<file path="config.mk">
export PLATFORM = sky130hd
export DESIGN_NAME = drfr_ctrl
export DESIGN_NICKNAME = d
export VERILOG_FILES = /design/src/hw/rtl/assert_macros.svh /design/src/hw/rtl/drfr_pkg.sv /design/src/hw/rtl/drfr_ctrl.sv
export SDC_FILE = /design/constraint.sdc
export NUM_CORES = 1
export LEC_CHECK = 0
export BUFFER_PORTS_ARGS = -buffer_cell sky130_fd_sc_hd__clkbuf_2
export CORE_AREA = 2 2 39 41
export DETAILED_ROUTE_END_ITERATION = 8
export DIE_AREA = 0 0 41 43
export HOLD_SLACK_MARGIN = 0.03
export PLACE_DENSITY_LB_ADDON = 0.25
export SLEW_MARGIN = 20
export SYNTH_ARGS = -nofsm -noshare
export SYNTH_HDL_FRONTEND = slang
export SYNTH_SLANG_ARGS = --single-unit
export TNS_END_PERCENT = 1
</file>
<file path="constraint.sdc">
create_clock -name clock -period 1.55 [get_ports clock]
set_clock_uncertainty 0.05 [all_clocks]
set_input_delay 0.155 -clock clock [delete_from_list [all_inputs] [get_ports clock]]
set_output_delay 0.155 -clock clock [all_outputs]
set_load 0.02 [all_outputs]
</file>
<file path="src/hw/rtl/assert_macros.svh">
// assertion helpers shared by the rtl
`ifndef ASSERT_MACROS_SVH
`define ASSERT_MACROS_SVH

// same-cycle implication
`define ASSERT_IMPLY(label, clk, rst, ante, cons) \
   label: assert property (@(posedge clk) disable iff (rst) (ante) |-> (cons)) \
      else $error("assertion failed");

// next-cycle implication
`define ASSERT_NEXT(label, clk, rst, ante, cons) \
   label: assert property (@(posedge clk) disable iff (rst) (ante) |=> (cons)) \
      else $error("assertion failed");

`endif

</file>
<file path="src/hw/rtl/drfr_pkg.sv">
// ----------------------------------------------------------------------------
// drfr_pkg
// types, constants and helpers of the dead reckoning fix realigner
// ----------------------------------------------------------------------------
package drfr_pkg;

   localparam int POS_W   = 40;
   localparam int STAMP_W = 48;
   localparam int VEL_W   = 32;
   localparam int DT_W    = 49;
   localparam int PROD_W  = 56;
   localparam int MAG_W   = 42;
   localparam int DIFF_W  = 41;
   localparam int WIDE_W  = 44;
   localparam int NUM_AXES = 3;

   localparam logic [MAG_W-1:0] MAG_LIMIT = 42'h200_0000_0000;
   localparam logic signed [WIDE_W-1:0] WIDE_MAX = 44'sh0_7F_FFFF_FFFF;
   localparam logic signed [WIDE_W-1:0] WIDE_MIN = -44'sh0_80_0000_0000;

   typedef logic signed [POS_W-1:0] pos_type;

   typedef struct packed {
      logic                      func;
      logic [STAMP_W-1:0]        stamp;
      logic signed [VEL_W-1:0]   vel_east;
      logic signed [VEL_W-1:0]   vel_north;
      logic signed [VEL_W-1:0]   vel_up;
      logic signed [POS_W-1:0]   fix_east;
      logic signed [POS_W-1:0]   fix_north;
      logic signed [POS_W-1:0]   fix_up;
   } req_type;

   typedef struct packed {
      logic [STAMP_W-1:0]        out_stamp;
      logic signed [POS_W-1:0]   pos_east;
      logic signed [POS_W-1:0]   pos_north;
      logic signed [POS_W-1:0]   pos_up;
      logic                      enabled;
      logic                      estimated;
      logic                      position_valid;
   } rsp_type;

   typedef struct packed {
      logic [STAMP_W-1:0] stamp;
      pos_type            east;
      pos_type            north;
      pos_type            up;
   } entry_type;

   typedef enum logic [3:0] {
      ST_IDLE,
      ST_MUL_HI,
      ST_MUL_LO,
      ST_ADD,
      ST_WRITE,
      ST_SRCH,
      ST_REWR,
      ST_DECIDE,
      ST_RESP
   } state_type;

   typedef struct packed {
      logic accept_vel;
      logic load_fix;
      logic mul_hi;
      logic mul_lo;
      logic adv_add;
      logic ring_wr;
      logic srch_step;
      logic rewr_step;
      logic decide;
      logic respond;
   } cmd_type;

   typedef struct packed {
      logic last_axis;
      logic need_search;
      logic hit;
      logic miss;
      logic can_realign;
      logic rewr_done;
   } sts_type;

   function automatic pos_type sat40(input logic signed [WIDE_W-1:0] v);
      pos_type r;
      if (v > WIDE_MAX) begin
         r = WIDE_MAX[POS_W-1:0];
      end else if (v < WIDE_MIN) begin
         r = WIDE_MIN[POS_W-1:0];
      end else begin
         r = v[POS_W-1:0];
      end
      return r;
   endfunction

endpackage

</file>
<file path="src/hw/rtl/drfr_ctrl.sv">
// ----------------------------------------------------------------------------
// drfr_ctrl
// sequencer: fix latch, advance, ring write, search, rewrite, decision, result
// ----------------------------------------------------------------------------
module drfr_ctrl (
   input  logic               clock,
   input  logic               reset,
   input  logic               start,
   input  logic               func,
   input  drfr_pkg::sts_type  sts,
   output drfr_pkg::cmd_type  cmd,
   output logic               busy
);

   drfr_pkg::state_type state_ff, state_in;

   always_ff @(posedge clock) begin
      if (reset) begin
         state_ff <= drfr_pkg::ST_IDLE;
      end else begin
         state_ff <= state_in;
      end
   end

   always_comb begin
      state_in = state_ff;
      cmd      = '0;
      busy     = (state_ff != drfr_pkg::ST_IDLE);
      unique case (state_ff)
         drfr_pkg::ST_IDLE: begin
            if (start && func) begin
               cmd.load_fix = 1'b1;
            end else if (start) begin
               cmd.accept_vel = 1'b1;
               state_in = drfr_pkg::ST_MUL_HI;
            end
         end
         drfr_pkg::ST_MUL_HI: begin
            cmd.mul_hi = 1'b1;
            state_in = drfr_pkg::ST_MUL_LO;
         end
         drfr_pkg::ST_MUL_LO: begin
            cmd.mul_lo = 1'b1;
            state_in = drfr_pkg::ST_ADD;
         end
         drfr_pkg::ST_ADD: begin
            cmd.adv_add = 1'b1;
            state_in = sts.last_axis ? drfr_pkg::ST_WRITE : drfr_pkg::ST_MUL_HI;
         end
         drfr_pkg::ST_WRITE: begin
            cmd.ring_wr = 1'b1;
            state_in = sts.need_search ? drfr_pkg::ST_SRCH : drfr_pkg::ST_DECIDE;
         end
         drfr_pkg::ST_SRCH: begin
            cmd.srch_step = 1'b1;
            priority if (sts.hit) begin
               state_in = sts.can_realign ? drfr_pkg::ST_REWR : drfr_pkg::ST_DECIDE;
            end else if (sts.miss) begin
               state_in = drfr_pkg::ST_DECIDE;
            end else begin
               state_in = drfr_pkg::ST_SRCH;
            end
         end
         drfr_pkg::ST_REWR: begin
            cmd.rewr_step = 1'b1;
            if (sts.rewr_done) begin
               state_in = drfr_pkg::ST_DECIDE;
            end
         end
         drfr_pkg::ST_DECIDE: begin
            cmd.decide = 1'b1;
            state_in = drfr_pkg::ST_RESP;
         end
         drfr_pkg::ST_RESP: begin
            cmd.respond = 1'b1;
            state_in = drfr_pkg::ST_IDLE;
         end
         default: begin
            state_in = drfr_pkg::ST_IDLE;
         end
      endcase
   end

endmodule

</file>
## Word level (Yosys, flattened, before mapping)

Index checks and enable logic that the tools add are counted.

| word-level totals | value |
|---|---|
| input bits | 10 |
| memory bits (writable) | 0 |
| register bits | 4 |
| bits in latches | 0 |
| memory bits (read-only) | 0 |
| memories | 0 |
| output and inout bits | 11 |
| word-level logic and storage cells | 37 |

| cells by class | value |
|---|---|
| bitwise logic cells | 0 |
| shifts and indexed selects | 0 |
| divide/modulo/power cells | 0 |
| equal/unequal tests | 11 |
| reductions and logical operators | 4 |
| multipliers | 0 |
| add/sub/neg operators | 0 |
| order comparisons | 0 |
| mux-type cells | 21 |

Operator list:

| cell | count |
|---|---|
| 4-bit case mux with 8 select lines | 1 |
| 4-bit by 3-bit equality test with 1-bit output, second input constant | 4 |
| 4-bit two-way mux | 4 |
| 1-bit two-way mux | 12 |
| 4-bit by 2-bit equality test with 1-bit output, second input constant | 2 |
| 2-bit two-way mux | 3 |
| 2-bit inequality test, second input constant | 3 |
| 4-bit by 1-bit equality test with 1-bit output, second input constant | 1 |
| 4-bit equality test, second input constant | 1 |
| 4-bit zero test | 1 |
| 4-bit nonzero test | 1 |
| 3-bit two-way mux | 1 |
| 3-bit AND reduction | 1 |
| 1-bit logical AND | 1 |

## Logic depth before layout (Yosys ltp)

Gate-level depths: netlist (run 1).

| depth | value |
|---|---|
| depth after elaboration | 3 |
| depth in mapped cells | 5 |
| mapped depth without buffers | 4 |

## Worst setup path after synthesis (run 1)

OpenSTA, ideal clock, no wires.

| timing | value |
|---|---|
| path kind | flip-flop to output port |
| start point | register state_ff[0] |
| end point | output cmd[0] in the netlist's numbering |
| cell stages (with the launch flop) | 3 |
| buffers on the path | 1 |
| setup slack | 99 ps |
| arrival time | 1246 ps |
| required time | 1345 ps |
| path through | dfxtp_1 -> clkbuf_1 -> nor4b_1 |

RTL lines:

| item | RTL line | RTL |
|---|---|---|
| from (decl) | drfr_ctrl.sv:15 | `drfr_pkg::state_type state_ff, state_in;` |
| from (signal assigned) | drfr_ctrl.sv:19 | `state_ff <= drfr_pkg::ST_IDLE;` |
| from (signal assigned) | drfr_ctrl.sv:21 | `state_ff <= state_in;` |
| to (decl) | drfr_ctrl.sv:11 | `output drfr_pkg::cmd_type cmd,` |

==> results of run 1 <==
## power by group through the flow
stage	logic, uW	clock network, uW	registers, uW
after detailed placement	164	0	119
after global placement	164	0	119
after floorplan	104	0	121
final	172	127	122
after global routing	196	140	124
after CTS	167	134	119
## worst max-delay path by stage
stage | slack (ns) | endpoint | depth (start not counted) | startpoint
after CTS | 0.09 | cmd[0] | 3 | state_ff[2]
final | 0.11 | cmd[0] | 3 | state_ff[2]
after detailed placement | 0.25 | cmd[8] | 3 | state_ff[3]
after global routing | -0.004 | cmd[9] | 4 | state_ff[2]
after global placement | 0.29 | cmd[8] | 3 | state_ff[2]
after floorplan | 0.1 | cmd[0] | 2 | state_ff[0]
## cell type report
| cell class | count | area [sq um] |
|---|---|---|
| tap | 16 | 20.0 |
| multi-input combinational | 33 | 211 |
| timing repair buffer | 23 | 123 |
| inverter | 1 | 3.75 |
| sequential | 4 | 81.3 |
| clock buffer | 3 | 22.5 |
| fill | 175 | 922 |
## Yosys cell counts
master and number:
nor4_1 1, and4b_1 1, nand2b_1 3, nand2_1 4, inv_1 1, nor3b_1 1
o311a_1 1, nand2b_4 1, a31oi_1 1, buf_6 1, nor3_1 6, dfxtp_1 4
nor4b_1 1, a211oi_1 1, nor2b_1 2, clkbuf_1 1, a21oi_1 1, or3_1 1
nor2_1 5, buf_2 2, and3_1 1, o221ai_1 1, o21ai_0 1
## cell usage in the layout (no fill, tap or decap), types with 2 or more instances in the layout
cell type	netlist	routed
dfxtp_1	4	3
nor3_1	6	6
clkbuf_2	0	19
buf_4	0	3
clkbuf_4	0	3
nor2b_1	2	2
nand2_1	4	4
nor2_1	5	5
nand2b_1	3	3
## logic make-up after synthesis
group | Yosys count | synth area share, %
AO/OA/AOI/OAI | 6 | 13.9
buffers and inverters | 5 | 9.42
flip-flops | 4 | 26.2
AND/OR/NAND/NOR | 27 | 50.4
## metal layers
metal | share of wire, % | routed length, um
met5 | 0 | 0
met1 | 48 | 429
met4 | 0 | 0
met2 | 44 | 389
met3 | 8.1 | 72
## timing repair
action	in CTS	in global routing
pin swaps	0	0
gates resized for setup	1	3
endpoints found under the hold margin	0	0
setup endpoints to repair	1	1
## critical path: cells and delay by family (launching register included)
family	cells	cell delay (ns)
flip-flops	1	0.32
AND/OR/NAND/NOR	1	0.29
buffers and inverters	2	0.39
## per-stage QoR
step	setup TNS [ns]	area [sq um]	total power [uW]	setup slack (ns)
after floorplan	0	305	225	0.0992
after global placement	0	423	283	0.289
after detailed placement	0	423	283	0.253
after CTS	0	452	420	0.0948
after global routing	-0.00824	462	459	-0.00428
final	0	462	422	0.106
==> metrics.csv, run 1 <==
metric;value;unit
outcome;finished, final reports clean;
avgSynthCellArea;7.27;sq um
layout.nets;76;
internal-power;270;uW
min_period_over_period;93.1;%
top_register;state_ff;
max_freq;693;MHz
ctsHtreeMaxLevel;1;
post-route-min-period;1.44;ns
path_cells;buf_4, nor4b_1, clkbuf_2;
hold_slack;0.0766;ns
busiest_layer;met2;
die_y;43;um
postRouteAntennaNets;0;
overflow;0;
power_leakage;0.000224;uW
synthTopCellsByArea;dfxtp_1, nor3_1, nand2b_1, nor2_1, nand2_1;
rsz0062_at_grt;yes;
drt_pre_antenna_iters;2;
drtIter0Drc;3;
clock_latency;0.23;ns
power_density;913;nW/um^2
cp_max_fo;11;
initial_core_util;22.1;%
drc;0;
wl_per_cell;11.1;um
grt_use_total;12.4;%
rows;14;
io_pins;21;
yosysWarnings;0;
gp_congestion;0.699;
yosysTopAreaCellShare;26.2;%
comb_power_share;40.8;%
min_from;reset;
finalWirelength;891;um
worstRegToRegCells;4;
synth_top_area_cell;dfxtp_1;
synth_cells;42;
relSlewSlack;82.8;%
worstMarginPinSlew;0.256;ns
cpMaxStageDelayCell;dfxtp_1;
ys_seq_area_share;26.2;%
clock-sinks;4;
use_met2;17.5;%
hold_viol;0;
cts_root_buf;clkbuf_4;
synth_cell_type_count;23;
start_kind;register;
seq_power_share;29.0;%
hpwlAfterDp;645;um
arrival;1.24;ns
synth_nets;52;
grt_pass1_vias;344;
io_buffers;20;
syn_to_final_growth;51.2;%
via_per_inst;4.68;
post-cts-setup-buffer-count;0;
cap_violations;0;
dieArea;1760;sq um
finalSetupViolations;0;
postCtsHoldBufs;0;
swShare;35.9;%
hold_path.class;in -> reg;
crit_path_max_incr_delay;0.32;ns
power.share.clock;30.2;%
cts_buffers;3;
switchingPower;151;uW
core_area;1380;sq um
clk_pin_slew;0.04;ns
finalMaxSlewViolations;0;
clock_path_buffers;2;
met3_usage;1.57;%
cts_tree;yes;
diodes;0;
synth_seq_cells;4;
setup.worst_path.end_class;output port;
largest_register_ff_count;4;
drive_gt1_share;45.3;%
placed_cells;77;
fin_util;33.4;%
netlist_area;305;sq um
fp.dieW;41;um
reg_top3;state_ff x4;
num_vias;374;
hold_path_depth;2;
grt_pass1_wl;1470;um
r2r-start;state_ff[1];
layoutNonFillerInstCount;80;
timing.rr.end;state_ff[0];
crit_required;1.34;ns
grt_max_degree;12;
peakVddDrop;285;uV
r2r_slack;0.27;ns
use_met1;17.0;%
crit_type;reg -> out;
min_delay_worst_endpoint;state_ff[3];
antenna_found_initial;0;
(Power assumes the default switching activity.)
==> run 2: changes to the inputs <==
ABC_CLOCK_PERIOD_IN_PS = 1550   (was not set)
PLACE_DENSITY = 0.56   (was not set)
PLACE_DENSITY_LB_ADDON = not set   (was 0.25)
==> run 2 against run 1 <==
  * Critical path type unchanged
  * Sequential power hardly changed
  * Worst setup slack got worse by 0.012 ns
  * Critical endpoint unchanged
  * Core utilization did not move
  * Clock power is essentially flat
  * Fmax fell by 0.81%
  * Critical path depth is the same
==> metrics.csv, run 2 (synthesis gave the netlist of run 1 again) <==
metric;value;unit
outcome;finished, final reports clean;
peakVddDrop;298;uV
arrival;1.25;ns
start_kind;register;
grt_pass1_vias;332;
dieArea;1760;sq um
layout.nets;76;
final_common_cell;clkbuf_2;
io_buffers;20;
placed_area;423;sq um
rows;14;
crit_type;reg -> out;
max_freq;687;MHz
min_period_over_period;93.9;%
io_pins;21;
cts_buffers;3;
largest_register_ff_count;4;
via_per_inst;4.70;
initial_core_util;22.1;%
cap_violations;0;
clock-sinks;4;
grt_max_degree;12;
post-cts-setup-buffer-count;0;
grt_pass1_wl;1360;um
finalWirelength;880;um
post-route-min-period;1.46;ns
num_vias;376;
drc;0;
drive_gt1_share;45.3;%
clock_path_buffers;2;
die_y;43;um
cts_tree;yes;
power_leakage;0.000225;uW
worstMarginPinSlew;0.242;ns
clock_latency;0.23;ns
worstRegToRegCells;4;
design_area;462;sq um
setup.worst_path.end_class;output port;
cp_max_fo;11;
clk_pin_slew;0.04;ns
final_cell_mix;clkbuf_2, nor3_1, nor2_1;
cts_root_buf;clkbuf_4;
finalMaxSlewViolations;0;
grt_use_total;11.3;%
hold_path_depth;2;
ctsResizeCount;0;
reg_top3;state_ff x4;
placed_cells;77;
wl_per_cell;11.0;um
drtIter0Drc;12;
power_density;908;nW/um^2
top_register;state_ff;
fillCellCount;152;
core_area;1380;sq um
finalSetupViolations;0;
hold_viol;0;
overflow;0;
drt_pre_antenna_iters;3;
fin_util;33.4;%
antenna_found_initial;0;
hold_path.class;in -> reg;
diodes;0;
relSlewSlack;83.7;%
postRouteAntennaNets;0;
syn_to_final_growth;51.2;%
layoutNonFillerInstCount;80;
hpwlAfterDp;657;um
fp.dieW;41;um
crit_required;1.34;ns
gp_congestion;0.754;
postCtsHoldBufs;0;
ctsHtreeMaxLevel;1;
==> run 2: cell count changes in the layout (fill, tap and decap cells not counted), sizes merged <==
cell / before / now
clkbuf: 22 / 21
buf: 4 / 5
==> run 2: path summary, 6_finish.rpt <==
path | startpoint | to | slack, ns
worst max-delay path | state_ff[2] | cmd[0] | 0.09
worst min-delay path | reset | state_ff[3] | 0.08
worst max register to register | state_ff[1] | state_ff[0] | 0.29
worst min register to register | state_ff[3] | state_ff[2] | 0.53
==> run 2: final cells by class <==
type                            instances  area [sq um]  share of cell area [%]
Timing Repair Buffer                   23           123                    26.6
Clock buffer                            3          22.5                    4.88
Inverter                                1          3.75                   0.813
Multi-Input combinational cell         33           211                    45.8
Sequential cell                         4          81.3                    17.6
Tap cell                               16          20.0                    4.34
==> run 2: layer usage <==
layer  global-route usage (%)  vias to the layer above  share of wire, %
li1                         -                      196                 -
met1                     15.4                      166                44
met2                     15.6                       12                48
met3                     1.57                        2               6.1
met4                     8.00                        0               1.1
met5                        0                        -                 0
==> run 2: power by group <==
group | internal [uW] | switching (uW) | leakage (uW) | total (uW)
Sequential | 113 | 10.5 | 0.0000332 | 124
Combinational | 70.8 | 99.0 | 0.000178 | 170
Clock | 86.4 | 39.6 | 0.0000138 | 126
Total | 270 | 149 | 0.000225 | 419
==> run 2: per-stage QoR <==
stage	hold slack, ns	setup TNS, ns	power, uW	setup WS (ns)
after floorplan	0.182	0	225	0.0992
final	0.0824	0	419	0.0944
after detailed placement	0.324	0	282	0.269
after global placement	0.322	0	281	0.262
after CTS	0.0793	0	413	0.0110
after global routing	0.0740	-0.00349	450	-0.00349
==> run 2: critical path: stages (launching register included) <==
cell and delay (ns):
dfxtp_1 0.33, buf_4 0.18, nor4b_1 0.29, buf_2 0.21
==> run 3: changes to the inputs <==
ABC_CLOCK_PERIOD_IN_PS = not set   (was 1550)
PLACE_DENSITY = 0.54   (was 0.56)
==> run 3 against run 2 <==
  * Die area unchanged
  * Sequential share of layout area increased by 0.11 points
  * Critical path type unchanged
  * Largest cell class unchanged
  * Highest routed layer unchanged
  * Flip-flop and latch count unchanged
==> metrics.csv, run 3 (synthesis gave the netlist of run 1 again) <==
metric;value;unit
busiest_layer;met1;
via_per_inst;4.71;
cts_tree;yes;
die_y;43;um
clock-sinks;4;
peakVddDrop;242;uV
hold_slack;0.0838;ns
postCtsHoldBufs;0;
grt_pass1_wl;1270;um
grt_pass1_vias;298;
gp_congestion;0.735;
drive_gt1_share;43.8;%
finalWirelength;842;um
grt_use_total;11.2;%
arrival;1.25;ns
met3_usage;1.57;%
design_area;452;sq um
layout.nets;76;
largest_register_ff_count;4;
rsz0062_at_grt;no;
reg_top3;state_ff x4;
drc;0;
syn_to_final_growth;48.0;%
io_pins;21;
top_register;state_ff;
dieArea;1760;sq um
clock_path_buffers;2;
min_period_over_period;93.6;%
clock_latency;0.23;ns
worstMarginPinSlew;0.333;ns
cp_max_fo;3;
drt_pre_antenna_iters;4;
cts_buffers;3;
power_leakage;0.000219;uW
fin_util;32.6;%
use_met1;15.7;%
num_vias;377;
finalMaxSlewViolations;0;
power_density;916;nW/um^2
grt_max_degree;12;
core_area;1380;sq um
tns;0;ns
hold_viol;0;
hpwlAfterDp;639;um
cts_root_buf;clkbuf_4;
finalSetupViolations;0;
setup.worst_path.end_class;output port;
fillCellCount;156;
drtIter0Drc;7;
crit_required;1.34;ns
cap_violations;0;
post-route-min-period;1.45;ns
start_kind;register;
use_met2;13.1;%
outcome;finished, final reports clean;
relSlewSlack;77.8;%
initial_core_util;22.1;%
rows;14;
crit_type;reg -> out;
clk_pin_slew;0.04;ns
fp.dieW;41;um
io_buffers;20;
final_common_cell;clkbuf_2;
antenna_found_initial;0;
postRouteAntennaNets;0;
final_cell_mix;clkbuf_2, nor3_1, nor2_1;
hold_path.class;in -> reg;
wl_per_cell;10.5;um
diodes;0;
overflow;0;
placed_area;423;sq um
ctsHtreeMaxLevel;1;
max_freq;689;MHz
[run 3: cell type report]
class                      count  area (sq um)  area share (%)
multi-input combinational     33           203            44.9
tap                           16          20.0            4.43
inverter                       1          3.75           0.831
clock buffer                   3          22.5            4.99
sequential                     4          80.1            17.7
timing repair buffer          23           123            27.1
[run 3: final timing paths]
check | from | to | slack [ns] | cells past startpoint
min reg2reg | state_ff[0] | state_ff[0] | 0.59 | 2
max | state_ff[2] | cmd[8] | 0.1 | 3
max reg2reg | state_ff[1] | state_ff[0] | 0.35 | 4
min | reset | state_ff[2] | 0.08 | 2
[run 3: stage by stage]
step           worst slack [ns]  total power, uW  std cells
4_1_cts                  0.0939              420         80
5_1_grt                 0.00524              449         80
6_report                 0.0985              414         80
2_1_floorplan            0.0992              225         42
3_5_place_dp              0.231              282         77
3_3_place_gp              0.294              281         77
[run 3: per-layer routing]
| metal | up-vias | wire length (um) |
|---|---|---|
| met5 | - | 0 |
| met4 | 0 | 4 |
| met3 | 2 | 64 |
| met2 | 16 | 372 |
| met1 | 162 | 400 |
| li1 | 197 | - |
[run 3: report_power, final]
group	internal [uW]	total (uW)	leakage (uW)	switching, uW
Sequential	113	119	0.0000327	6.37
Clock	86.7	130	0.0000138	43.1
Combinational	65.6	165	0.000172	99.1
[run 3: critical path, stage by stage, from the launching register on]
cell,delay [ns]
dfxtp_1,0.31
nor4_2,0.35
and3_1,0.20
clkbuf_2,0.16
[run 3: repair_timing]
action                                  CTS  global route
buffers inserted                          0             0
endpoints found under the setup margin    2             0
resized for setup                         1             0
